<file path="src/design/bpc_pkg.sv">
`timescale 1ns / 1ps
// ----------------------------------------------------------------------------
// bpc_pkg
// Shared types and constants of the button press classifier.
// ----------------------------------------------------------------------------
package bpc_pkg;

  // Buttons scanned per tick
  localparam int unsigned NumButtons = 3;
  localparam int unsigned BtnW       = (NumButtons > 1) ? $clog2(NumButtons) : 1;

  // Field widths
  localparam int unsigned RawW     = 3;
  localparam int unsigned IdxW     = 2;
  localparam int unsigned CodeW    = 2;
  localparam int unsigned TickW    = 10;
  localparam int unsigned DebW     = 4;
  localparam int unsigned MsW      = 20;
  localparam int unsigned CfgAddrW = 3;
  localparam int unsigned CfgDataW = 20;

  // Saturation limit of the hold timer
  localparam logic [MsW-1:0] HeldMax = {MsW{1'b1}};

  // Register reset values
  localparam logic [TickW-1:0] TickPeriodRst = TickW'(10);
  localparam logic [DebW-1:0]  DebounceRst   = DebW'(2);
  localparam logic [MsW-1:0]   ShortMinRst   = MsW'(50);
  localparam logic [MsW-1:0]   LongRst       = MsW'(1000);
  localparam logic [MsW-1:0]   VeryLongRst   = MsW'(5000);

  // Depth of the request queue between front and back
  localparam int unsigned QDepth = 2;
  localparam int unsigned QPtrW  = (QDepth > 1) ? $clog2(QDepth) : 1;
  localparam int unsigned QCntW  = $clog2(QDepth + 1);

  typedef enum logic [CodeW-1:0] {
    EV_SHORT     = 2'd0,
    EV_LONG      = 2'd1,
    EV_VERY_LONG = 2'd2
  } ev_code_e;

  typedef enum logic [CfgAddrW-1:0] {
    CFG_TICK_PERIOD = 3'd0,
    CFG_DEBOUNCE    = 3'd1,
    CFG_SHORT_MIN   = 3'd2,
    CFG_LONG        = 3'd3,
    CFG_VERY_LONG   = 3'd4,
    CFG_ACTIVE      = 3'd5
  } cfg_idx_e;

  // Events of one tick: one flag and one code per button
  typedef struct packed {
    logic [NumButtons-1:0]            mask;
    logic [NumButtons-1:0][CodeW-1:0] code;
  } ev_bundle_t;

  // Queue status seen by the top level and the back
  typedef struct packed {
    logic full;
    logic empty;
  } q_stat_t;

endpackage

</file>
<file path="src/design/bpc_front.sv">
`timescale 1ns / 1ps
// ----------------------------------------------------------------------------
// bpc_front
// Holds the configuration and per-button state, debounces each tick and
// classifies the press events it causes.
// ----------------------------------------------------------------------------
module bpc_front (
  input  logic                              clk_i,
  input  logic                              rst_ni,
  input  logic                              cfg_we_i,
  input  logic [bpc_pkg::CfgAddrW-1:0]      cfg_addr_i,
  input  logic [bpc_pkg::CfgDataW-1:0]      cfg_wdata_i,
  input  logic                              accept_i,
  input  logic [bpc_pkg::RawW-1:0]          raw_levels_i,
  output logic                              q_push_o,
  output bpc_pkg::ev_bundle_t               q_data_o
);
  import bpc_pkg::*;

  // Configuration registers
  logic [TickW-1:0] tick_period_q;
  logic [DebW-1:0]  debounce_q;
  logic [MsW-1:0]   short_min_q;
  logic [MsW-1:0]   long_q;
  logic [MsW-1:0]   very_long_q;
  logic             active_q;

  // Per-button state
  logic [NumButtons-1:0]          level_q, level_d;
  logic [NumButtons-1:0][DebW-1:0] cnt_q, cnt_d;
  logic [NumButtons-1:0]          held_q, held_d;
  logic [NumButtons-1:0][MsW-1:0] ms_q, ms_d;
  logic [NumButtons-1:0]          long_done_q, long_done_d;
  logic [NumButtons-1:0]          vlong_done_q, vlong_done_d;

  logic [NumButtons-1:0] raw_ext;
  ev_bundle_t            bundle;

  // Write configuration registers
  always_ff @(posedge clk_i or negedge rst_ni) begin
    if (!rst_ni) begin
      tick_period_q <= TickPeriodRst;
      debounce_q    <= DebounceRst;
      short_min_q   <= ShortMinRst;
      long_q        <= LongRst;
      very_long_q   <= VeryLongRst;
      active_q      <= 1'b0;
    end else if (cfg_we_i) begin
      unique case (cfg_addr_i)
        CFG_TICK_PERIOD: tick_period_q <= cfg_wdata_i[TickW-1:0];
        CFG_DEBOUNCE:    debounce_q    <= cfg_wdata_i[DebW-1:0];
        CFG_SHORT_MIN:   short_min_q   <= cfg_wdata_i[MsW-1:0];
        CFG_LONG:        long_q        <= cfg_wdata_i[MsW-1:0];
        CFG_VERY_LONG:   very_long_q   <= cfg_wdata_i[MsW-1:0];
        CFG_ACTIVE:      active_q      <= cfg_wdata_i[0];
        default: ;
      endcase
    end
  end

  // Buttons above the input width sample a low level
  assign raw_ext = NumButtons'(raw_levels_i);

  // Debounce and classify every button in parallel
  always_comb begin
    logic             pressed;
    logic [DebW-1:0]  cnt_inc;
    logic [MsW:0]     sum;
    logic [MsW-1:0]   adv;
    level_d      = level_q;
    cnt_d        = cnt_q;
    held_d       = held_q;
    ms_d         = ms_q;
    long_done_d  = long_done_q;
    vlong_done_d = vlong_done_q;
    bundle       = '0;
    for (int i = 0; i < NumButtons; i++) begin
      pressed = (raw_ext[i] == active_q);
      cnt_inc = cnt_q[i] + DebW'(1);
      sum     = {1'b0, ms_q[i]} + (MsW+1)'(tick_period_q);
      adv     = (sum > {1'b0, HeldMax}) ? HeldMax : sum[MsW-1:0];

      // Flip the level after enough differing samples
      if (pressed != level_q[i]) begin
        if (cnt_inc >= debounce_q) begin
          level_d[i] = pressed;
          cnt_d[i]   = '0;
        end else begin
          cnt_d[i] = cnt_inc;
        end
      end else begin
        cnt_d[i] = '0;
      end

      // Track the hold and raise events
      if (level_d[i]) begin
        if (!held_q[i]) begin
          held_d[i]       = 1'b1;
          ms_d[i]         = '0;
          long_done_d[i]  = 1'b0;
          vlong_done_d[i] = 1'b0;
        end else begin
          ms_d[i] = adv;
          if (!vlong_done_q[i] && adv >= very_long_q) begin
            vlong_done_d[i]   = 1'b1;
            bundle.mask[i]    = 1'b1;
            bundle.code[i]    = EV_VERY_LONG;
          end else if (!long_done_q[i] && adv >= long_q) begin
            long_done_d[i]    = 1'b1;
            bundle.mask[i]    = 1'b1;
            bundle.code[i]    = EV_LONG;
          end
        end
      end else if (held_q[i]) begin
        ms_d[i]   = adv;
        held_d[i] = 1'b0;
        if (adv >= short_min_q && adv < long_q) begin
          bundle.mask[i] = 1'b1;
          bundle.code[i] = EV_SHORT;
        end
      end
    end
  end

  // Commit state on each accepted tick
  always_ff @(posedge clk_i or negedge rst_ni) begin
    if (!rst_ni) begin
      level_q      <= '0;
      cnt_q        <= '0;
      held_q       <= '0;
      ms_q         <= '0;
      long_done_q  <= '0;
      vlong_done_q <= '0;
    end else if (accept_i) begin
      level_q      <= level_d;
      cnt_q        <= cnt_d;
      held_q       <= held_d;
      ms_q         <= ms_d;
      long_done_q  <= long_done_d;
      vlong_done_q <= vlong_done_d;
    end
  end

  // Forward only ticks that caused events
  assign q_push_o = accept_i && (|bundle.mask);
  assign q_data_o = bundle;

endmodule

</file>
<file path="src/design/bpc_queue.sv">
`timescale 1ns / 1ps
// ----------------------------------------------------------------------------
// bpc_queue
// Short queue of event bundles between the front and the back.
// ----------------------------------------------------------------------------
module bpc_queue (
  input  logic                clk_i,
  input  logic                rst_ni,
  input  logic                push_i,
  input  bpc_pkg::ev_bundle_t data_i,
  input  logic                pop_i,
  output bpc_pkg::ev_bundle_t data_o,
  output bpc_pkg::q_stat_t    stat_o
);
  import bpc_pkg::*;

  ev_bundle_t       mem_q [QDepth];
  logic [QPtrW-1:0] wr_ptr_q, wr_ptr_d;
  logic [QPtrW-1:0] rd_ptr_q, rd_ptr_d;
  logic [QCntW-1:0] cnt_q, cnt_d;
  logic             do_push, do_pop;

  assign stat_o.full  = (cnt_q == QCntW'(QDepth));
  assign stat_o.empty = (cnt_q == '0);
  assign do_push      = push_i && !stat_o.full;
  assign do_pop       = pop_i && !stat_o.empty;
  assign data_o       = mem_q[rd_ptr_q];

  // Advance pointers with wrap at the depth
  always_comb begin
    wr_ptr_d = wr_ptr_q;
    rd_ptr_d = rd_ptr_q;
    cnt_d    = cnt_q;
    if (do_push) begin
      wr_ptr_d = (wr_ptr_q == QPtrW'(QDepth - 1)) ? '0 : wr_ptr_q + QPtrW'(1);
    end
    if (do_pop) begin
      rd_ptr_d = (rd_ptr_q == QPtrW'(QDepth - 1)) ? '0 : rd_ptr_q + QPtrW'(1);
    end
    if (do_push && !do_pop) begin
      cnt_d = cnt_q + QCntW'(1);
    end else if (do_pop && !do_push) begin
      cnt_d = cnt_q - QCntW'(1);
    end
  end

  always_ff @(posedge clk_i or negedge rst_ni) begin
    if (!rst_ni) begin
      wr_ptr_q <= '0;
      rd_ptr_q <= '0;
      cnt_q    <= '0;
    end else begin
      wr_ptr_q <= wr_ptr_d;
      rd_ptr_q <= rd_ptr_d;
      cnt_q    <= cnt_d;
    end
  end

  // Store the bundle
  always_ff @(posedge clk_i) begin
    if (do_push) begin
      mem_q[wr_ptr_q] <= data_i;
    end
  end

endmodule

</file>
<file path="src/design/bpc_back.sv">
`timescale 1ns / 1ps
// ----------------------------------------------------------------------------
// bpc_back
// Takes bundles from the queue and issues their events one per cycle,
// lowest button first, into the output register while it is empty or popped.
// ----------------------------------------------------------------------------
module bpc_back (
  input  logic                            clk_i,
  input  logic                            rst_ni,
  input  bpc_pkg::ev_bundle_t             q_data_i,
  input  bpc_pkg::q_stat_t                q_stat_i,
  output logic                            q_pop_o,
  input  logic                            pop_i,
  output logic                            empty_o,
  output logic [bpc_pkg::IdxW-1:0]        button_index_o,
  output logic [bpc_pkg::CodeW-1:0]       event_code_o,
  output logic                            last_event_o
);
  import bpc_pkg::*;

  // Bundle being issued
  logic                  work_valid_q, work_valid_d;
  ev_bundle_t            work_q, work_d;

  // Output register
  logic                  out_valid_q, out_valid_d;
  logic [IdxW-1:0]       out_idx_q, out_idx_d;
  logic [CodeW-1:0]      out_code_q, out_code_d;
  logic                  out_last_q, out_last_d;

  logic                  advance;
  logic [BtnW-1:0]       sel;
  logic [NumButtons-1:0] rem_mask;

  assign advance = !out_valid_q || pop_i;

  // Find the lowest pending button
  always_comb begin
    sel = '0;
    for (int i = NumButtons - 1; i >= 0; i--) begin
      if (work_q.mask[i]) begin
        sel = BtnW'(i);
      end
    end
    rem_mask      = work_q.mask;
    rem_mask[sel] = 1'b0;
  end

  // Issue one event and refill from the queue
  always_comb begin
    work_valid_d = work_valid_q;
    work_d       = work_q;
    out_valid_d  = out_valid_q;
    out_idx_d    = out_idx_q;
    out_code_d   = out_code_q;
    out_last_d   = out_last_q;
    q_pop_o      = 1'b0;
    if (advance) begin
      out_valid_d = work_valid_q;
      if (work_valid_q) begin
        out_idx_d    = IdxW'(sel);
        out_code_d   = work_q.code[sel];
        out_last_d   = (rem_mask == '0);
        work_d.mask  = rem_mask;
        work_valid_d = (rem_mask != '0);
      end
    end
    if (!work_valid_d && !q_stat_i.empty) begin
      q_pop_o      = 1'b1;
      work_d       = q_data_i;
      work_valid_d = 1'b1;
    end
  end

  always_ff @(posedge clk_i or negedge rst_ni) begin
    if (!rst_ni) begin
      work_valid_q <= 1'b0;
      out_valid_q  <= 1'b0;
    end else begin
      work_valid_q <= work_valid_d;
      out_valid_q  <= out_valid_d;
    end
  end

  always_ff @(posedge clk_i) begin
    work_q     <= work_d;
    out_idx_q  <= out_idx_d;
    out_code_q <= out_code_d;
    out_last_q <= out_last_d;
  end

  assign empty_o        = !out_valid_q;
  assign button_index_o = out_idx_q;
  assign event_code_o   = out_code_q;
  assign last_event_o   = out_last_q;

endmodule

</file>
<file path="src/design/button_press_classifier_unit.sv">
`timescale 1ns / 1ps
// ----------------------------------------------------------------------------
// button_press_classifier_unit
// Debounced button scanner with short, long and very-long press events.
// ----------------------------------------------------------------------------
// The first event of a tick passes through the bundle queue, the work register
// and the output register to the result ports; further events of that tick
// follow one per cycle while they are popped. Throughput: one tick per cycle
// while the two-entry bundle queue has room; the back end issues one event per cycle.
// Reset: asynchronous, active low; all buttons released, registers at defaults.
module button_press_classifier_unit (
  input  logic                            clk_i,
  input  logic                            rst_ni,
  input  logic                            cfg_we_i,
  input  logic [bpc_pkg::CfgAddrW-1:0]    cfg_addr_i,
  input  logic [bpc_pkg::CfgDataW-1:0]    cfg_wdata_i,
  input  logic                            push,
  output logic                            full,
  input  logic [bpc_pkg::RawW-1:0]        raw_levels_i,
  output logic                            empty,
  input  logic                            pop,
  output logic [bpc_pkg::IdxW-1:0]        button_index_o,
  output logic [bpc_pkg::CodeW-1:0]       event_code_o,
  output logic                            last_event_o
);
  import bpc_pkg::*;

  logic       accept;
  logic       q_push;
  logic       q_pop;
  ev_bundle_t q_wdata;
  ev_bundle_t q_rdata;
  q_stat_t    q_stat;

  // Take a request whenever the queue has room
  assign full   = q_stat.full;
  assign accept = push && !q_stat.full;

  bpc_front u_front (
    .clk_i        (clk_i),
    .rst_ni       (rst_ni),
    .cfg_we_i     (cfg_we_i),
    .cfg_addr_i   (cfg_addr_i),
    .cfg_wdata_i  (cfg_wdata_i),
    .accept_i     (accept),
    .raw_levels_i (raw_levels_i),
    .q_push_o     (q_push),
    .q_data_o     (q_wdata)
  );

  bpc_queue u_queue (
    .clk_i  (clk_i),
    .rst_ni (rst_ni),
    .push_i (q_push),
    .data_i (q_wdata),
    .pop_i  (q_pop),
    .data_o (q_rdata),
    .stat_o (q_stat)
  );

  bpc_back u_back (
    .clk_i          (clk_i),
    .rst_ni         (rst_ni),
    .q_data_i       (q_rdata),
    .q_stat_i       (q_stat),
    .q_pop_o        (q_pop),
    .pop_i          (pop),
    .empty_o        (empty),
    .button_index_o (button_index_o),
    .event_code_o   (event_code_o),
    .last_event_o   (last_event_o)
  );

endmodule

</file>
<file path="config.mk">
export PLATFORM = sky130hd
export DESIGN_NAME = button_press_classifier_unit
export DESIGN_NICKNAME = d
export VERILOG_FILES = /design/src/design/bpc_pkg.sv /design/src/design/bpc_front.sv /design/src/design/bpc_queue.sv /design/src/design/bpc_back.sv /design/src/design/button_press_classifier_unit.sv
export SDC_FILE = /design/constraint.sdc
export NUM_CORES = 1
export LEC_CHECK = 0
export BUFFER_PORTS_ARGS = -buffer_cell sky130_fd_sc_hd__buf_4
export CORE_MARGIN = 2
export CORE_UTILIZATION = 64
export CTS_CLUSTER_DIAMETER = 100
export DETAILED_ROUTE_END_ITERATION = 7
export PLACE_DENSITY = 0.81
export SLEW_MARGIN = 25
export SYNTH_ARGS = -nofsm -noshare
export SYNTH_HDL_FRONTEND = slang
export SYNTH_HIERARCHICAL = 1
export SYNTH_SLANG_ARGS = --single-unit
</file>
<file path="constraint.sdc">
create_clock -name clk_i -period 6.25 [get_ports clk_i]
set_input_delay 0.625 -clock clk_i [delete_from_list [all_inputs] [get_ports clk_i]]
set_output_delay 0.625 -clock clk_i [all_outputs]
set_load 0.05 [all_outputs]
</file>
# Word-level counts from Yosys, hierarchy flattened
# Memories as Yosys holds them, arrays and structs flattened.
# Index checks and enable logic that the tools add are counted.
[word_totals] rom_bits=0 latchBits=0 register_bits=179 mem_count=1 mem_bits_rw=18 elab_cells=236
[classes] n_lt_le_gt_ge=20 muxes=92 bitwise_logic=2 n_div=0 addsub=10 eq_ne=21 n_mul=0 n_reduce_logical=58 n_shift=0
[mem_list] name="u_queue.mem_q" depth=2 width=9 rd=1 rd_ports_with_merged_regs=0 write_ports=1 line="bpc_queue.sv:17" source="ev_bundle_t mem_q [QDepth];"
[op_table] op="$mux W20" count=12
[op_table] op="$ge A20 B20 Y1" count=9
[op_table] op="$add A20 B10 Y21" count=3
[op_table] op="$gt A21 B20 Y1 const B" count=3
[op_table] op="$lt A20 B20 Y1" count=3
[op_table] op="$mux W1" count=54
[op_table] op="$mux W2" count=15
[op_table] op="$mux W4" count=6
[op_table] op="$reduce_and A2 Y1" count=11
[op_table] op="$ne A2 B2 Y1 const B" count=9
[op_table] op="$logic_and A1 B1 Y1" count=17
[op_table] op="$add A4 B1 Y4 const B" count=3
[op_table] op="$ge A4 B4 Y1" count=3
[op_table] op="$logic_not A1 Y1" count=12
[op_table] op="$reduce_and A4 Y1" count=3
[op_table] op="$reduce_bool A2 Y1" count=6
[op_table] op="$mux W9" count=1
[op_table] op="$reduce_and A3 Y1" count=3
[op_table] op="$eq A3 B2 Y1 const B" count=2
[op_table] op="$eq A3 B3 Y1 const B" count=2
[op_table] op="$logic_not A3 Y1" count=2
[op_table] op="$mux W3" count=2
[op_table] op="$bmux W2 S2" count=1
[op_table] op="$and A3 B3 Y3" count=1
[op_table] op="15 further kinds" count=20

# Logic depth before layout (Yosys ltp)
[logic_depth] word_depth=19 ltp_mapped=27

# Cells and area by module
# The synthesis kept the hierarchy.
[by_module_without_submodules] mod="bpc_front" n_inst=1 area_per_inst_um2=12866.1 cells_per_inst=1424
[by_module_without_submodules] mod="bpc_queue" n_inst=1 area_per_inst_um2=853.3 cells_per_inst=47
[by_module_without_submodules] mod="bpc_back" n_inst=1 area_per_inst_um2=713.2 cells_per_inst=50
[by_module_without_submodules] mod="button_press_classifier_unit" n_inst=1 area_per_inst_um2=13.8 cells_per_inst=1

# Worst setup path after synthesis
# OpenSTA, ideal clock, no wires.
[synth_timing] path_type="reg2reg" start="register u_front.tick_period_q[1]" end="memory u_queue/mem_q[0][0] in the netlist's numbering (enable)" path_buffers=0 t_arrival_ps=4822 period_less_slack_ps=5196 setup_slack_ps=1054 setup_time_ps=374 path_stages_with_launch=19 cell_sequence="dfstp_2 > inv_1 > fa_1 > nor2b_1 > o21a_1 > o21ai_1 > a311o_1 > a21oi_2 > and2_1 > mux2_2 > ha_1 > nand4_1 > a211o_1 > o31a_1 > a2111o_1 > a22oi_1 > o31a_1 > nand2_2 > nor2_1"
[synth_rtl] item="from (decl)" line="bpc_front.sv:21" source="logic [TickW-1:0] tick_period_q;"
[synth_rtl] item="from (signal assigned)" line="bpc_front.sv:42" source="tick_period_q <= TickPeriodRst;"
[synth_rtl] item="from (signal assigned)" line="bpc_front.sv:50" source="CFG_TICK_PERIOD: tick_period_q <= cfg_wdata_i[TickW-1:0];"
[synth_rtl] item="to (decl)" line="bpc_queue.sv:17"

==> flow_summary.toml <==
[outcome]
status = "finished clean"

[synth]
syn_area_mm2 = 0.0144
synth_edf_count = 32
yosys_warnings = 6
yosysSeqAreaShare_pct = 34.9
syn_avg_cell_area_um2 = 9.49
ys_seq_elements = 194
ys_types = 92
async_flop_share_pct = 83.5
ys_dominant_reg_cell = "dfrtp_1"
synth_fp_nets = 1782
netlist_instances = 1522

[floorplan]
boundaryPins = 38
dieArea_mm2 = 0.0238
initial_core_util_pct = 65.8
die_x_um = 154
core_mm2 = 0.0220
rows = 54
die_height_um = 154

[place]
gp_congestion = 0.949
dpl.hpwl_um = 29800
io_buffers = 37

[final_layout]
multi_input_area_mm2 = 0.00888
final_nets = 1815
final_common_cell = "ha_1"
antenna_cells = 0
area_growth_pct = 8.88
regArea_mm2 = 0.00504
fill_cells = 1653
layout_common_cells = "ha_1 (226), nand2_1 (151), dfrtp_1 (145)"
layout-drive-gt1-share_pct = 11.6

[hold_path]
worstHoldPathType = "primary input to register"

[sta]
slew_headroom_pct = 37.4
fin_crit_sh_pct = 95.4
layout_min_cycle_time_ns = 5.96
setup_tns_ns = 0
worstMarginPinSlew_ns = 0.936
max_freq_ghz = 0.168
skew_ns = 0.0122
setup_viol = 0
whs_ns = 0.397
finalMaxSlewViolations = 0
hold_viol_final = 0
rsz0062_at_grt = "false"

[clock_tree]
numClockSinks = 194
cts_tree = "built"
insertion_delay_ns = 0.45
cts_buffers = 17
h-tree-depth = 4
cts_root_buffer = "clkbuf_16"
clk_path_buf_depth = 2
cts.reportedPaths.clkPinSlew_ns = 0.08

[pwr]
p_int_w = 0.00391
pwr_density_cell_mw_per_mm2 = 461
clkPwrFrac_pct = 16.5
pwr-share-seq_pct = 26.2
combPwrFrac_pct = 57.3
vdd_drop_max_v = 0.000301
p_sw_w = 0.00335
switching_share_pct = 46.1
power.total_w = 0.00725
leakage_nw = 7.48

[setup_path]
timing.rr.end = "u_queue/mem_q[1][3]$_DFFE_PP_"
r2r_cells = 20
timing.rr.start = "u_front/tick_period_q[0]$_DFFE_PN0P_"
critical_path_class = "register to register"
crit_slowest_cell = "o31ai_4"
cp_max_fo = 9
startpoint = "u_front/tick_period_q[0]$_DFFE_PN0P_"
critPathCaptureType = "register"
r2r_slack_ns = 0.29
required_ns = 6.35
cp-start-kind = "register"
max_stage_delay_ns = 0.57
cp-endpoint = "u_queue/mem_q[1][3]$_DFFE_PP_"
crit_arrival_ns = 6.06
crit_chain = "ha_1 -> inv_1 -> fa_1 -> nor2b_1 -> o21ai_0 -> a21boi_2 -> o31ai_4 -> a21oi_4 -> and3_1 -> xnor2_1 -> nand2_1 -> ha_1 -> and4_1 -> nand4_1 -> or3_1 -> a21oi_1 -> nor3b_1 -> a211oi_1 -> o31a_1 -> and3_1"

[grt]
overflow = 0
antenna_found_initial = 0
grt_pass1_vias = 11748
grt_pass1_wl_um = 63100
grtUsageTotal_pct = 34.0
grt_max_degree = 79

[job]
drv_cap = 0

[route]
firstDrtPassIters = 5
wl_per_cell_um = 21.2
ant_nets = 0
drc_errors = 0
via_per_inst = 6.53
first_iter_violations = 1098
num_vias = 12060
wirelength_um = 39100
## cells by family (layout without fill, tap and decap cells)
family / after synthesis / after routing / synth area share, %
AOI/OAI and AO/OA: 440 / 440 / 20.2
and+or+nand+nor: 410 / 410 / 13.9
adders and majority gates: 229 / 229 / 20.0
DFF: 194 / 194 / 34.9
buffers and inverters: 150 / 196 / 4.12
muxes: 51 / 51 / 3.94
xor gates and xnor gates: 48 / 48 / 2.96
## repair_timing
item,CTS,global route
setup buffers,0,0
gates resized for setup,0,8
hold endpoints to repair,18,0
hold buffers,1,0
setup endpoints to repair,0,20
## sequential cells by signal (all words and copies together) (netlist names), 4 cells and up
name,flops
u_front/long_q,20
u_front/short_min_q,20
u_front/ms_q,60
u_front/cnt_q,12
u_front/tick_period_q,10
u_front/debounce_q,4
u_back/work_q,9
u_queue/mem_q,18
u_front/very_long_q,20
## stage by stage
| step | cells | cell area [µm²] | util (%) | worst slack, ns |
|---|---|---|---|---|
| floorplan | 1522 | 14400 | - | 1.05 |
| global placement | 1815 | 15000 | 68.4 | 0.327 |
| detailed placement | 1815 | 15000 | 68.4 | 0.311 |
| CTS | 1848 | 15700 | 71.4 | 0.188 |
| global route | 1848 | 15700 | 71.6 | 0.00520 |
| finish | 1848 | 15700 | 71.6 | 0.288 |
## power groups by stage
| stage | logic [W] | registers, W | clock network, W |
|---|---|---|---|
| after floorplan | 0.00291 | 0.00187 | 0 |
| after global placement | 0.00382 | 0.00190 | 0 |
| after detailed placement | 0.00397 | 0.00191 | 0 |
| after CTS | 0.00403 | 0.00189 | 0.00122 |
| after global routing | 0.00460 | 0.00194 | 0.00127 |
| final | 0.00415 | 0.00190 | 0.00120 |
## routing by layer
layer,part of all wire (%),wire length [µm],vias to the layer above,global-route usage [%]
met5,0,0,-,0
met4,3.9,1510,0,14.2
met3,6.1,2390,97,3.81
met2,46,18000,473,55.5
met1,44,17300,5825,46.4
li1,-,-,5665,-
## cell usage after synthesis (8+ instances only)
| cell type | instances | area share [%] |
|---|---|---|
| and3_1 | 12 | 0.52 |
| mux2_2 | 42 | 3.3 |
| nor2b_1 | 18 | 0.78 |
| edfxtp_1 | 32 | 6.7 |
| xor2_1 | 17 | 1.0 |
| dfrtp_1 | 145 | 25 |
| clkbuf_1 | 28 | 0.73 |
| a211oi_1 | 18 | 0.94 |
| buf_2 | 8 | 0.28 |
| a21oi_1 | 97 | 3.4 |
| a211o_1 | 8 | 0.49 |
| nor3_1 | 22 | 0.76 |
| inv_1 | 109 | 2.8 |
| xnor2_1 | 30 | 1.8 |
| o21ai_0 | 116 | 4.0 |
| a21o_1 | 40 | 2.1 |
| nand2_1 | 151 | 3.9 |
| nand2b_1 | 13 | 0.56 |
| a31oi_1 | 20 | 0.87 |
| nand4_1 | 26 | 1.1 |
| ha_1 | 226 | 20 |
| nor2_1 | 81 | 2.1 |
| dfstp_2 | 17 | 3.1 |
| o21a_1 | 15 | 0.78 |
| o2bb2ai_1 | 11 | 0.67 |
| a22o_1 | 26 | 1.6 |
| nand3_1 | 34 | 1.2 |
## cell type report
| type | instances | area share, % |
|---|---|---|
| timing repair buffer | 54 | 2.64 |
| tap | 280 | 2.23 |
| multi-input combinational | 1178 | 56.5 |
| clock inverter | 15 | 1.32 |
| clock buffer | 17 | 2.70 |
| sequential | 194 | 32.0 |
| inverter | 110 | 2.63 |
## worst max-delay path, delay by kind of cell, from the launching register on
kind                       cells  cell delay [ns]
buffers and inverters          1             0.08
adders and majority gates      3             0.82
DFF                            1             0.44
AOI/OAI and AO/OA              7             2.04
xor gates and xnor gates       1             0.18
and+or+nand+nor                8             2.06
## worst min-delay path by stage
stage	from	endpoint	slack [ns]	depth (start not counted)
global placement	rst_ni	u_front/long_q[14]$_DFFE_PN0P_	0.47	1
floorplan	rst_ni	u_back/out_valid_q$_DFFE_PN0N_	0.33	0
global route	cfg_wdata_i[15]	u_front/short_min_q[15]$_DFFE_PN0P_	0.41	3
finish	cfg_wdata_i[19]	u_front/short_min_q[19]$_DFFE_PN0P_	0.40	3
detailed placement	rst_ni	u_front/short_min_q[14]$_DFFE_PN0P_	0.47	1
CTS	cfg_wdata_i[19]	u_front/short_min_q[19]$_DFFE_PN0P_	0.38	3
Power figures use the tool's default switching activity.
